## config.mk

```make
export PLATFORM = sky130hd
export DESIGN_NAME = sha224_message_hash_unit
export DESIGN_NICKNAME = d
export VERILOG_FILES = /design/src/sv/sha224_pkg.sv /design/src/sv/sha224_ram.sv /design/src/sv/sha224_message_hash_unit.sv
export VERILOG_INCLUDE_DIRS = /design/src /design/src/sv
export SDC_FILE = /design/constraint.sdc
export NUM_CORES = 2
export LEC_CHECK = 0
export BUFFER_PORTS_ARGS = -buffer_cell sky130_fd_sc_hd__buf_2
export CAP_MARGIN = 30
export CORE_UTILIZATION = 59
export DETAILED_ROUTE_END_ITERATION = 8
export GPL_ROUTABILITY_DRIVEN = 0
export PLACE_DENSITY = 0.75
export SLEW_MARGIN = 20
export SYNTH_ARGS = -nofsm -noshare
export SYNTH_HDL_FRONTEND = slang
export SYNTH_SLANG_ARGS = --single-unit
```

## constraint.sdc

```tcl
create_clock -name clk_i -period 31.3 [get_ports clk_i]
set_clock_uncertainty 0.15 [all_clocks]
set_input_delay 1.565 -clock clk_i [delete_from_list [all_inputs] [get_ports clk_i]]
set_output_delay 1.565 -clock clk_i [all_outputs]
set_load 0.01 [all_outputs]
```

## src/sv/sha224_message_hash_unit_defines.svh

```systemverilog
// Assertion macros for the SHA-224 hash unit.
`ifndef SHA224_MESSAGE_HASH_UNIT_DEFINES_SVH
`define SHA224_MESSAGE_HASH_UNIT_DEFINES_SVH

// Same-cycle implication, sampled on clk_i, off while rst_ni is low.
`define SHA224_ASSERT_IMP(lbl, ante, cons, msg) \
  lbl: assert property (@(posedge clk_i) disable iff (!rst_ni) (ante) |-> (cons)) \
    else $error(msg);

// Next-cycle implication, sampled on clk_i, off while rst_ni is low.
`define SHA224_ASSERT_NXT(lbl, ante, cons, msg) \
  lbl: assert property (@(posedge clk_i) disable iff (!rst_ni) (ante) |=> (cons)) \
    else $error(msg);

`endif

```

## src/sv/sha224_pkg.sv

```systemverilog
// Types, constants and round functions for the SHA-224 hash unit.
`timescale 1ns / 1ps

package sha224_pkg;

  localparam int unsigned BlkDepth  = 16;
  localparam int unsigned HashDepth = 8;
  localparam int unsigned BlkAw     = $clog2(BlkDepth);
  localparam int unsigned HashAw    = $clog2(HashDepth);

  typedef enum logic [2:0] {
    ST_IDLE,
    ST_PAD,
    ST_HLOAD,
    ST_ROUND,
    ST_HSTORE,
    ST_ORD,
    ST_OWAIT
  } state_e;

  localparam logic [31:0] IV [HashDepth] = '{
    32'hc1059ed8, 32'h367cd507, 32'h3070dd17, 32'hf70e5939,
    32'hffc00b31, 32'h68581511, 32'h64f98fa7, 32'hbefa4fa4
  };

  localparam logic [31:0] K [64] = '{
    32'h428a2f98, 32'h71374491, 32'hb5c0fbcf, 32'he9b5dba5,
    32'h3956c25b, 32'h59f111f1, 32'h923f82a4, 32'hab1c5ed5,
    32'hd807aa98, 32'h12835b01, 32'h243185be, 32'h550c7dc3,
    32'h72be5d74, 32'h80deb1fe, 32'h9bdc06a7, 32'hc19bf174,
    32'he49b69c1, 32'hefbe4786, 32'h0fc19dc6, 32'h240ca1cc,
    32'h2de92c6f, 32'h4a7484aa, 32'h5cb0a9dc, 32'h76f988da,
    32'h983e5152, 32'ha831c66d, 32'hb00327c8, 32'hbf597fc7,
    32'hc6e00bf3, 32'hd5a79147, 32'h06ca6351, 32'h14292967,
    32'h27b70a85, 32'h2e1b2138, 32'h4d2c6dfc, 32'h53380d13,
    32'h650a7354, 32'h766a0abb, 32'h81c2c92e, 32'h92722c85,
    32'ha2bfe8a1, 32'ha81a664b, 32'hc24b8b70, 32'hc76c51a3,
    32'hd192e819, 32'hd6990624, 32'hf40e3585, 32'h106aa070,
    32'h19a4c116, 32'h1e376c08, 32'h2748774c, 32'h34b0bcb5,
    32'h391c0cb3, 32'h4ed8aa4a, 32'h5b9cca4f, 32'h682e6ff3,
    32'h748f82ee, 32'h78a5636f, 32'h84c87814, 32'h8cc70208,
    32'h90befffa, 32'ha4506ceb, 32'hbef9a3f7, 32'hc67178f2
  };

  function automatic logic [31:0] big_sigma0(input logic [31:0] x);
    big_sigma0 = {x[1:0], x[31:2]} ^ {x[12:0], x[31:13]} ^ {x[21:0], x[31:22]};
  endfunction

  function automatic logic [31:0] big_sigma1(input logic [31:0] x);
    big_sigma1 = {x[5:0], x[31:6]} ^ {x[10:0], x[31:11]} ^ {x[24:0], x[31:25]};
  endfunction

  function automatic logic [31:0] small_sigma0(input logic [31:0] x);
    small_sigma0 = {x[6:0], x[31:7]} ^ {x[17:0], x[31:18]} ^ {3'b000, x[31:3]};
  endfunction

  function automatic logic [31:0] small_sigma1(input logic [31:0] x);
    small_sigma1 = {x[16:0], x[31:17]} ^ {x[18:0], x[31:19]} ^ {10'b0, x[31:10]};
  endfunction

endpackage

```

## src/sv/sha224_ram.sv

```systemverilog
// Generic simple dual-port RAM with registered read data.
`timescale 1ns / 1ps

module sha224_ram #(
  parameter int unsigned Width = 32,
  parameter int unsigned Depth = 16
) (
  input  logic                     clk_i,
  input  logic                     we_i,
  input  logic [$clog2(Depth)-1:0] waddr_i,
  input  logic [Width-1:0]         wdata_i,
  input  logic                     re_i,
  input  logic [$clog2(Depth)-1:0] raddr_i,
  output logic [Width-1:0]         rdata_o
);

  logic [Width-1:0] mem_q [Depth];
  logic [Width-1:0] rdata_q;

  always_ff @(posedge clk_i) begin
    if (we_i) begin
      mem_q[waddr_i] <= wdata_i;
    end
    // hold read data when no read is issued
    if (re_i) begin
      rdata_q <= mem_q[raddr_i];
    end
  end

  assign rdata_o = rdata_q;

endmodule

```

## src/sv/sha224_message_hash_unit.sv

```systemverilog
// SHA-224 hash unit: byte items in, seven digest words out.
`timescale 1ns / 1ps
`include "sha224_message_hash_unit_defines.svh"

// A byte item is taken while the unit is idle. The 64-byte block and the eight hash
// words sit in two small RAMs; one round unit runs the compression. When an
// item fills a block, the unit loads the hash words, runs the round steps,
// then adds and writes the words back before taking the next item.
// A closing item adds a padding pass and one compression, or two of each
// when 56 or more bytes sit in the final block, then the unit hands out
// the seven digest words through a one-entry output register.
// The unit then starts a new message from the SHA-224 initial values.

module sha224_message_hash_unit (
  input  logic        clk_i,
  input  logic        rst_ni,
  input  logic        in_valid_i,
  output logic        in_ready_o,
  input  logic [7:0]  data_byte_i,
  input  logic        byte_present_i,
  input  logic        last_byte_i,
  output logic        out_valid_o,
  input  logic        out_ready_i,
  output logic [31:0] digest_word_o,
  output logic [2:0]  word_index_o,
  output logic        last_word_o
);

  import sha224_pkg::*;

  state_e state_q, state_d;
  logic [6:0]  cnt_q, cnt_d;
  logic [63:0] len_q, len_d;
  logic        fresh_q, fresh_d;
  logic        pend_last_q, pend_last_d;
  logic        pad_active_q, pad_active_d;
  logic        second_q, second_d;
  logic        out_valid_q, out_valid_d;

  logic [31:0] acc_q, acc_d;
  logic [31:0] v_q [8];
  logic [31:0] v_d [8];
  logic [31:0] w_q [16];
  logic [31:0] w_d [16];
  logic [31:0] wk_q, wk_d;
  logic [HashAw-1:0] hrd_addr_q, hrd_addr_d;
  logic [31:0] digest_q, digest_d;
  logic [2:0]  index_q, index_d;
  logic        lastw_q, lastw_d;

  logic              blk_we, blk_re;
  logic [BlkAw-1:0]  blk_waddr, blk_raddr;
  logic [31:0]       blk_wdata, blk_rdata;
  logic              hash_we, hash_re;
  logic [HashAw-1:0] hash_waddr, hash_raddr;
  logic [31:0]       hash_wdata, hash_rdata;

  logic [5:0]  fill;
  logic [1:0]  lane;
  logic [3:0]  wi;
  logic [3:0]  pidx;
  logic [31:0] acc_ins, pad_word, len_word, w_new, sched, hash_rd;
  logic [31:0] t1, t2, ch, maj;
  logic [63:0] bits;
  logic        need_second, out_free;

  sha224_ram #(.Width(32), .Depth(BlkDepth)) u_blk_ram (
    .clk_i   (clk_i),
    .we_i    (blk_we),
    .waddr_i (blk_waddr),
    .wdata_i (blk_wdata),
    .re_i    (blk_re),
    .raddr_i (blk_raddr),
    .rdata_o (blk_rdata)
  );

  sha224_ram #(.Width(32), .Depth(HashDepth)) u_hash_ram (
    .clk_i   (clk_i),
    .we_i    (hash_we),
    .waddr_i (hash_waddr),
    .wdata_i (hash_wdata),
    .re_i    (hash_re),
    .raddr_i (hash_raddr),
    .rdata_o (hash_rdata)
  );

  // Hash RAM contents count as the initial values until the first write-back.
  assign hash_rd = fresh_q ? IV[hrd_addr_q] : hash_rdata;

  assign fill        = len_q[5:0];
  assign lane        = fill[1:0];
  assign wi          = fill[5:2];
  assign pidx        = cnt_q[3:0];
  assign bits        = {len_q[60:0], 3'b000};
  assign need_second = (fill[5:3] == 3'b111);
  assign len_word    = (pidx == 4'd14) ? bits[63:32] : bits[31:0];
  assign out_free    = !out_valid_q || out_ready_i;

  always_comb begin
    acc_ins = acc_q;
    pad_word = 32'h0;
    case (lane)
      2'd0: begin
        acc_ins[31:24] = data_byte_i;
        pad_word = {8'h80, 24'h0};
      end
      2'd1: begin
        acc_ins[23:16] = data_byte_i;
        pad_word = {acc_q[31:24], 8'h80, 16'h0};
      end
      2'd2: begin
        acc_ins[15:8] = data_byte_i;
        pad_word = {acc_q[31:16], 8'h80, 8'h0};
      end
      default: begin
        acc_ins[7:0] = data_byte_i;
        pad_word = {acc_q[31:8], 8'h80};
      end
    endcase
  end

  assign sched = small_sigma1(w_q[14]) + w_q[9] + small_sigma0(w_q[1]) + w_q[0];
  assign w_new = (cnt_q < 7'd16) ? blk_rdata : sched;
  assign ch    = (v_q[4] & v_q[5]) ^ (~v_q[4] & v_q[6]);
  assign maj   = (v_q[0] & v_q[1]) ^ (v_q[0] & v_q[2]) ^ (v_q[1] & v_q[2]);
  assign t1    = v_q[7] + big_sigma1(v_q[4]) + ch + wk_q;
  assign t2    = big_sigma0(v_q[0]) + maj;

  always_comb begin
    state_d      = state_q;
    cnt_d        = cnt_q;
    len_d        = len_q;
    fresh_d      = fresh_q;
    pend_last_d  = pend_last_q;
    pad_active_d = pad_active_q;
    second_d     = second_q;
    out_valid_d  = out_valid_q && !out_ready_i;
    acc_d        = acc_q;
    v_d          = v_q;
    w_d          = w_q;
    wk_d         = wk_q;
    digest_d     = digest_q;
    index_d      = index_q;
    lastw_d      = lastw_q;
    blk_we       = 1'b0;
    blk_waddr    = wi;
    blk_wdata    = acc_ins;
    blk_re       = 1'b0;
    blk_raddr    = '0;
    hash_we      = 1'b0;
    hash_waddr   = HashAw'(cnt_q[2:0] - 3'd1);
    hash_wdata   = hash_rd + v_q[0];
    hash_re      = 1'b0;
    hash_raddr   = cnt_q[2:0];
    in_ready_o   = 1'b0;

    unique case (state_q)
      ST_IDLE: begin
        in_ready_o = 1'b1;
        if (in_valid_i) begin
          if (byte_present_i) begin
            acc_d = acc_ins;
            len_d = len_q + 64'd1;
            blk_we = (lane == 2'd3);
          end
          if (byte_present_i && fill == 6'd63) begin
            pend_last_d = last_byte_i;
            cnt_d = '0;
            state_d = ST_HLOAD;
          end else if (last_byte_i) begin
            pad_active_d = 1'b1;
            second_d = 1'b0;
            cnt_d = '0;
            state_d = ST_PAD;
          end
        end
      end
      ST_PAD: begin
        // skip words already holding message bytes on the first pass
        blk_we = second_q || (pidx >= wi);
        blk_waddr = pidx;
        if (second_q) begin
          blk_wdata = (pidx < 4'd14) ? 32'h0 : len_word;
        end else if (pidx == wi) begin
          blk_wdata = pad_word;
        end else if (pidx < 4'd14 || need_second) begin
          blk_wdata = 32'h0;
        end else begin
          blk_wdata = len_word;
        end
        cnt_d = cnt_q + 7'd1;
        if (pidx == 4'd15) begin
          cnt_d = '0;
          state_d = ST_HLOAD;
        end
      end
      ST_HLOAD: begin
        hash_re = (cnt_q < 7'd8);
        if (cnt_q != 7'd0) begin
          for (int i = 0; i < 7; i++) begin
            v_d[i] = v_q[i+1];
          end
          v_d[7] = hash_rd;
        end
        cnt_d = cnt_q + 7'd1;
        if (cnt_q == 7'd8) begin
          blk_re = 1'b1;
          blk_raddr = '0;
          cnt_d = '0;
          state_d = ST_ROUND;
        end
      end
      ST_ROUND: begin
        if (cnt_q < 7'd64) begin
          for (int i = 0; i < 15; i++) begin
            w_d[i] = w_q[i+1];
          end
          w_d[15] = w_new;
          wk_d = w_new + K[cnt_q[5:0]];
        end
        if (cnt_q < 7'd15) begin
          blk_re = 1'b1;
          blk_raddr = BlkAw'(cnt_q[3:0] + 4'd1);
        end
        if (cnt_q != 7'd0) begin
          v_d[0] = t1 + t2;
          v_d[1] = v_q[0];
          v_d[2] = v_q[1];
          v_d[3] = v_q[2];
          v_d[4] = v_q[3] + t1;
          v_d[5] = v_q[4];
          v_d[6] = v_q[5];
          v_d[7] = v_q[6];
        end
        cnt_d = cnt_q + 7'd1;
        if (cnt_q == 7'd64) begin
          cnt_d = '0;
          state_d = ST_HSTORE;
        end
      end
      ST_HSTORE: begin
        hash_re = (cnt_q < 7'd8);
        if (cnt_q != 7'd0) begin
          hash_we = 1'b1;
          for (int i = 0; i < 7; i++) begin
            v_d[i] = v_q[i+1];
          end
        end
        cnt_d = cnt_q + 7'd1;
        if (cnt_q == 7'd8) begin
          fresh_d = 1'b0;
          cnt_d = '0;
          if (pad_active_q) begin
            if (need_second && !second_q) begin
              second_d = 1'b1;
              state_d = ST_PAD;
            end else begin
              pad_active_d = 1'b0;
              second_d = 1'b0;
              state_d = ST_ORD;
            end
          end else if (pend_last_q) begin
            pend_last_d = 1'b0;
            pad_active_d = 1'b1;
            second_d = 1'b0;
            state_d = ST_PAD;
          end else begin
            state_d = ST_IDLE;
          end
        end
      end
      ST_ORD: begin
        hash_re = 1'b1;
        state_d = ST_OWAIT;
      end
      ST_OWAIT: begin
        if (out_free) begin
          out_valid_d = 1'b1;
          digest_d = hash_rd;
          index_d = cnt_q[2:0];
          lastw_d = (cnt_q[2:0] == 3'd6);
          if (cnt_q[2:0] == 3'd6) begin
            fresh_d = 1'b1;
            len_d = '0;
            cnt_d = '0;
            state_d = ST_IDLE;
          end else begin
            cnt_d = cnt_q + 7'd1;
            state_d = ST_ORD;
          end
        end
      end
      default: begin
        state_d = ST_IDLE;
      end
    endcase
  end

  assign hrd_addr_d = hash_re ? hash_raddr : hrd_addr_q;

  always_ff @(posedge clk_i or negedge rst_ni) begin
    if (!rst_ni) begin
      state_q      <= ST_IDLE;
      cnt_q        <= '0;
      len_q        <= '0;
      fresh_q      <= 1'b1;
      pend_last_q  <= 1'b0;
      pad_active_q <= 1'b0;
      second_q     <= 1'b0;
      out_valid_q  <= 1'b0;
    end else begin
      state_q      <= state_d;
      cnt_q        <= cnt_d;
      len_q        <= len_d;
      fresh_q      <= fresh_d;
      pend_last_q  <= pend_last_d;
      pad_active_q <= pad_active_d;
      second_q     <= second_d;
      out_valid_q  <= out_valid_d;
    end
  end

  always_ff @(posedge clk_i) begin
    acc_q      <= acc_d;
    v_q        <= v_d;
    w_q        <= w_d;
    wk_q       <= wk_d;
    hrd_addr_q <= hrd_addr_d;
    digest_q   <= digest_d;
    index_q    <= index_d;
    lastw_q    <= lastw_d;
  end

  assign out_valid_o   = out_valid_q;
  assign digest_word_o = digest_q;
  assign word_index_o  = index_q;
  assign last_word_o   = lastw_q;

  `SHA224_ASSERT_IMP(a_no_blk_write_in_rounds, state_q == ST_ROUND, !blk_we, "block write during rounds")
  `SHA224_ASSERT_IMP(a_hash_write_only_store, hash_we, state_q == ST_HSTORE, "stray hash write")
  `SHA224_ASSERT_NXT(a_fresh_clear_after_store, fresh_q && state_q == ST_HSTORE && cnt_q == 7'd8, !fresh_q, "initial values still in use")

endmodule
```

## Yosys cells after proc, flatten, opt, wreduce, memory -nomap -nowiden

Memory sizes are Yosys's and may differ from the RTL's. A register that Yosys moved wholly into a read port is not among the register bits.
Index checks and enable logic that the tools add are counted.

| word-level totals | value |
|---|---|
| flip-flop bits (word level) | 950 |
| RAM bits | 768 |
| memory bits (read-only) | 2,304 |
| bits of input ports | 14 |
| output and inout port bits | 38 |
| word-level logic and storage cells | 242 |
| memories | 4 |

| operators by class | value |
|---|---|
| add/sub/neg operators | 15 |
| $lt $le $gt $ge | 8 |
| equality and inequality tests | 34 |
| mux-type cells | 92 |
| bitwise logic cells | 19 |
| reductions and logical operators | 32 |

Memory list:

| name | words | bits a word | rd ports | clocked after memory_dff | wr ports | line | text |
|---|---|---|---|---|---|---|---|
| (no name shown) | 64 | 32 | 1 | 0 | 0 | sha224_message_hash_unit.sv:219 | `wk_d = w_new + K[cnt_q[5:0]];` |
| u_blk_ram.mem_q | 16 | 32 | 1 | 1 | 1 | sha224_ram.sv:17 | `logic [Width-1:0] mem_q [Depth];` |
| (no name shown) | 8 | 32 | 1 | 0 | 0 | sha224_message_hash_unit.sv:88 | `assign hash_rd = fresh_q ? IV[hrd_addr_q] : hash_rdata;` |
| u_hash_ram.mem_q | 8 | 32 | 1 | 1 | 1 | sha224_ram.sv:17 |  |

Operator list:

| cell | number |
|---|---|
| $pmux W224 S3 | 1 |
| $mux W256 | 2 |
| $mux W32 | 12 |
| $add A32 B32 Y32 | 11 |
| $xor A32 B32 Y32 | 9 |
| $mux W64 | 4 |
| $mux W224 | 1 |
| $and A32 B32 Y32 | 5 |
| $pmux W64 S2 | 1 |
| $pmux W32 S3 | 1 |
| $add A64 B1 Y64 const B | 1 |
| $pmux W32 S2 | 1 |
| $mux W7 | 8 |
| $pmux W7 S5 | 1 |
| $mux W1 | 34 |
| $mux W3 | 11 |
| $mux W8 | 4 |
| $not A32 Y32 | 1 |
| $xor A32 B22 Y32 | 1 |
| $xor A32 B29 Y32 | 1 |
| $ne A2 B2 Y1 const B | 15 |
| $pmux W3 S7 | 1 |
| $eq A3 B3 Y1 const B | 5 |
| $reduce_and A5 Y1 | 3 |
| 40 further kinds | 66 |

## Depth between registers and ports, before layout

| logic depth | value |
|---|---|
| depth in word-level cells | 8 |
| depth in mapped cells | 31 |
| depth with buffers taken out | 30 |

## Modules after synthesis

A second synthesis with hierarchy kept.

| unflattened totals | value |
|---|---|
| cell total of the unflattened synthesis | 6,053 |
| area, all modules | 84,680.0 µm² |

Modules (own cells, without submodules):

| module | times used | cells an instance | area each (µm²) | sequential area each (µm²) |
|---|---|---|---|---|
| sha224_message_hash_unit | 1 | 4,800 | 53,737.8 | 28,058.2 |
| sha224_ram at u_blk_ram | 1 | 838 | 20,155.6 | 16,335.7 |
| sha224_ram at u_hash_ram | 1 | 415 | 10,786.6 | 8,648.3 |

## Worst setup path after synthesis

Ideal clock, no wire load.

| timing | value |
|---|---|
| path type | register -> register |
| start | reg state_q[0] |
| end | reg w_q[0] in the netlist's numbering (enable) |
| setup time | 1,468 ps |
| arrival | 24,088 ps |
| data required time | 29,682 ps |
| setup slack | 5,594 ps |
| cell stages (with the launch flop) | 8 |
| buffers on the path | 4 |
| period minus slack after synthesis | 25,706 ps |
| cell sequence | dfrtp_1 -> buf_2 -> inv_2 -> or2_2 -> clkbuf_1 -> buf_1 -> clkbuf_1 -> nor2_1 |

| between the ends | value |
|---|---|
| cells in the longest elaborated chain, start to end | 2 |

RTL lines:

| element | line | text |
|---|---|---|
| start: declaration | sha224_message_hash_unit.sv:31 | `state_e state_q, state_d;` |
| start signal: assignment | sha224_message_hash_unit.sv:312 | `state_q <= state_d;` |
| $eq A3 B2 Y1 | sha224_message_hash_unit.sv:157 | `unique case (state_q)` |
| $reduce_and A2 Y1 (no source line) | -- |  |
| end signal: assignment | sha224_message_hash_unit.sv:326 | `w_q <= w_d;` |
| end: declaration | sha224_message_hash_unit.sv:43 | `logic [31:0] w_q [16];` |

Every way passes these cells.
A chain may end at the register's enable or synchronous reset.

==> summary.md <==
| Metric | Value |
|---|---|
| Most common library cell in the layout ignoring fill and taps | `sky130_fd_sc_hd__edfxtp_1` |
| Post-detailed-routing wire length | `~220 mm` |
| Post CTS Setup Buffer Count | `0` |
| Worst Hold Slack | `between 0.2 and 0.3 ns` |
| Die Ht | `between 300 and 400 um` |
| Number of global-route vias before repair | `53300` |
| Seq cells post-synth | `approximately 1800` |
| Worst Max-Slew Pin Slew | `~1.1 ns` |
| Starting utilization of the core area | `0.597` |
| Critical Path Stages | `29` |
| Max-Slew Margin vs Limit | `0.265` |
| Sequential cell area fraction in the yosys report | `0.615` |
| Main flop type after synthesis | `sky130_fd_sc_hd__edfxtp_1` |
| Largest cells by area after synthesis | `sky130_fd_sc_hd__edfxtp_1 (59%), sky130_fd_sc_hd__nand2_1 (5.2%), sky130_fd_sc_hd__fa_1 (3.7%)` |
| Setup TNS Final | `0 ns` |
| Full die area | `0.148 mm^2` |
| Ys Warns | `0` |
| Number of nets at the end of the flow | `7282` |
| Sum of overflow across all layers after global routing | `0` |
| I/O pin total | `52` |
| # placed instances | `8606` |
| Row Count | `139` |
| Clock insertion delay at the later pin of the skew report | `approximately 0.82 ns` |
| Die Wd | `384 um` |
| Syn Nets | `between 7000 and 8000` |
| Half-perimeter wire length after detailed placement | `between 100 and 150 mm` |
| Gate count of the mapped netlist | `6907` |
| Filler Cells Inserted | `around 10000` |
| Highest-count cells in the layout ignoring fill and taps | `sky130_fd_sc_hd__edfxtp_1 (1703), sky130_fd_sc_hd__nand2_1 (1181), sky130_fd_sc_hd__inv_1 (393)` |
| Post-route minimum period | `roughly 8.0 ns` |
| Required time of the critical path | `about 32 ns` |
| Register area | `about 0.053 mm^2` |
| Multi-input gate area in the final layout | `between 0.03 and 0.04 mm^2` |
| Final setup viols | `0` |
| Post-place setup slack | `23.38 ns` |
| Pre-Repair DR Iteration Count | `9` |
| Worst reg2reg path startpoint | `v_q[97]` |
| Fraction of final layout cells with drive strength greater than 1 | `0.0970` |
| Vias per inst | `approximately 6.2` |
| Post-cts sizing count | `0` |
| Number of buffers created by CTS | `about 180` |
| Post-CTS clock slew at the launch and capture registers of the worst setup and hold paths | `roughly 0.06 ns` |
| Max-cap violations | `0` |
| Reg-to-reg setup timing slack | `roughly 23 ns` |
| Count of distinct cell types in the synthesized netlist | `93` |
| Achievable Freq | `126 MHz` |
| Failing checks | `design-rule violations` |
| Initial antenna violation count | `11` |
| Async set-or-reset flop fraction in the synthesized netlist | `0.0427` |
| Total via count in the routed design | `between 50000 and 60000` |
| Final ANT Viol Nets | `0` |
| Mean routed wirelength per cell | `~24 um` |
| Cell accounting for the most synthesized area | `sky130_fd_sc_hd__edfxtp_1` |
| Run status | `finished, violations left` |
| Clock sink total | `approximately 1800` |
| Area share of the largest cell type after synthesis | `0.593` |
| Crit path to | `v_q[252]` |
| Kind of end point of the critical path | `flip-flop` |
| R2R depth | `29` |
| Top delay family on crit path | `compound AO/OA/AOI/OAI gates` |
| Share of the clock period used by the worst path | `0.254` |
| Worst min-delay path class | `reg -> reg` |
| Area of the core region | `~0.14 mm^2` |
| RSZ-0062 raised after global routing | `no` |
| Number of H-tree branching levels | `4` |
| Non-Filler Instances | `roughly 8900` |
| Startpoint types | `flip-flop` |
| Average cell area after synthesis | `around 12 um^2` |
| WP buf/inv | `4` |
| Worst path max stage delay | `0.51 ns` |
| Number of violations reported at the end of detailed-routing iteration 0 | `slightly below 7000` |
| Arr. time, crit path | `around 8.4 ns` |
| Overall global routing resource usage | `0.294` |
| First-pass GRT wire length | `325 mm` |
| Critical path peak fanout | `6` |
| Mapped Area | `0.0862 mm^2` |
| Number of hold-slack violations in the final timing report | `0` |
| Startpoint of the most critical setup path | `v_q[97]` |
| Area growth from synthesis to layout | `9.74%` |
| Buffer levels on the longest clock path | `3` |
| Critical path class | `reg -> reg` |
| Slew Viols, Final | `0` |
| Reg-to-Reg End | `v_q[252]` |
| Count of flip-flops with a built-in enable after synthesis | `about 1700` |
| Worst setup slack after layout | `~23 ns` |
| Quantity of hold-fixing buffers added after cts | `0` |
| # DRC | `1` |
| Cell with the biggest individual delay on the critical path | `sky130_fd_sc_hd__edfxtp_1` |
| TritonCTS clock tree | `built` |
| CTS Root Cell | `sky130_fd_sc_hd__clkbuf_16` |
| Buffers added on ports | `slightly above 50` |
| Largest net degree at the start of global routing | `~200` |
## worst register-to-register path: cells and delay by family (launching register included)
kind | cells | cell delay, ns
xor+xnor | 2 | 0.41
fa+ha+maj | 6 | 2.49
simple gates | 2 | 0.39
compound gates | 14 | 3.29
buf+inv | 4 | 0.21
flops | 1 | 0.51
mux | 1 | 0.26
## per-layer routing
layer  track usage  vias to the layer above  part of all wire  routed length, um
met3        0.0713                      498              0.11              23700
met5             0                        -           0.00010                 22
met1         0.421                    27400              0.41              87900
met2         0.438                     2983              0.45              97600
met4         0.110                        4             0.036               7710
li1              -                    24800                 -                  -
## how the worst min path moves through the flow
stage | start | end | slack, ns | cells past startpoint
3_5_place_dp | w_q[68] | w_q[100] | 0.25 | 0
5_1_grt | w_q[136] | w_q[168] | 0.26 | 0
6_report | w_q[136] | w_q[168] | 0.25 | 0
4_1_cts | w_q[136] | w_q[168] | 0.25 | 0
3_3_place_gp | w_q[6] | w_q[38] | 0.25 | 0
2_1_floorplan | w_q[68] | w_q[100] | 0.25 | 0
## sequential cells by signal, summed over array words and instances (netlist names), 32 cells and up
signal,flops
acc_q,32
digest_word_o,32
len_q,61
u_blk_ram.mem_q,512
u_blk_ram.rdata_o,32
u_hash_ram.mem_q,256
u_hash_ram.rdata_o,32
v_q,256
w_q,512
wk_q,32
## area by class of cell
cell class              instances  area share
diodes                          2   0.0000529
clock buffers                 211      0.0486
clock inverters               111      0.0122
inverters                     399      0.0158
multi-input cells            4371       0.324
flip-flops and latches       1779       0.561
well taps                    1903      0.0252
repair buffers                161      0.0134
## cells in the mapped netlist (all sizes together) (8+ instances only)
library cell / n
o211ai: 55
a31oi: 125
o21ai: 315
a211oi: 112
nor3: 66
a21oi: 297
fa: 159
inv: 397
dfrtp: 75
mux2i: 99
o311ai: 9
nand2b: 44
o21a: 23
nor2b: 41
and2: 50
nor4: 9
nand4: 54
a221oi: 11
buf: 71
nor3b: 8
mux4: 69
edfxtp: 1703
a21o: 105
nand3b: 9
clkbuf: 287
a311oi: 16
nor2: 332
xor2: 191
o31ai: 24
a2111oi: 12
nand3: 163
o21bai: 27
mux2: 103
a221o: 25
ha: 219
nand2: 1184
and3: 27
or3: 22
or2: 12
xnor2: 268
## cell families (layout without fill, tap and decap cells)
logic type / after synthesis / after routing / synth area share
and+or+nand+nor: 2037 / 2037 / 0.102
DFF: 1779 / 1779 / 0.615
AOI/OAI and AO/OA: 1222 / 1222 / 0.0908
buffers and inverters: 757 / 882 / 0.0331
xor gates and xnor gates: 460 / 460 / 0.0469
adders and majority gates: 381 / 381 / 0.0691
muxes: 271 / 271 / 0.0430
other: 0 / 2 / 0
## metrics by stage
stage,util,area [um^2]
2_1_floorplan,-,86200
3_3_place_gp,0.614,88600
3_5_place_dp,0.614,88700
4_1_cts,0.654,94500
5_1_grt,0.655,94600
6_report,0.655,94600
Power is left out: the tool's default activity adds up to more than one toggle a clock period on the data nets, which glitch-free logic cannot reach.
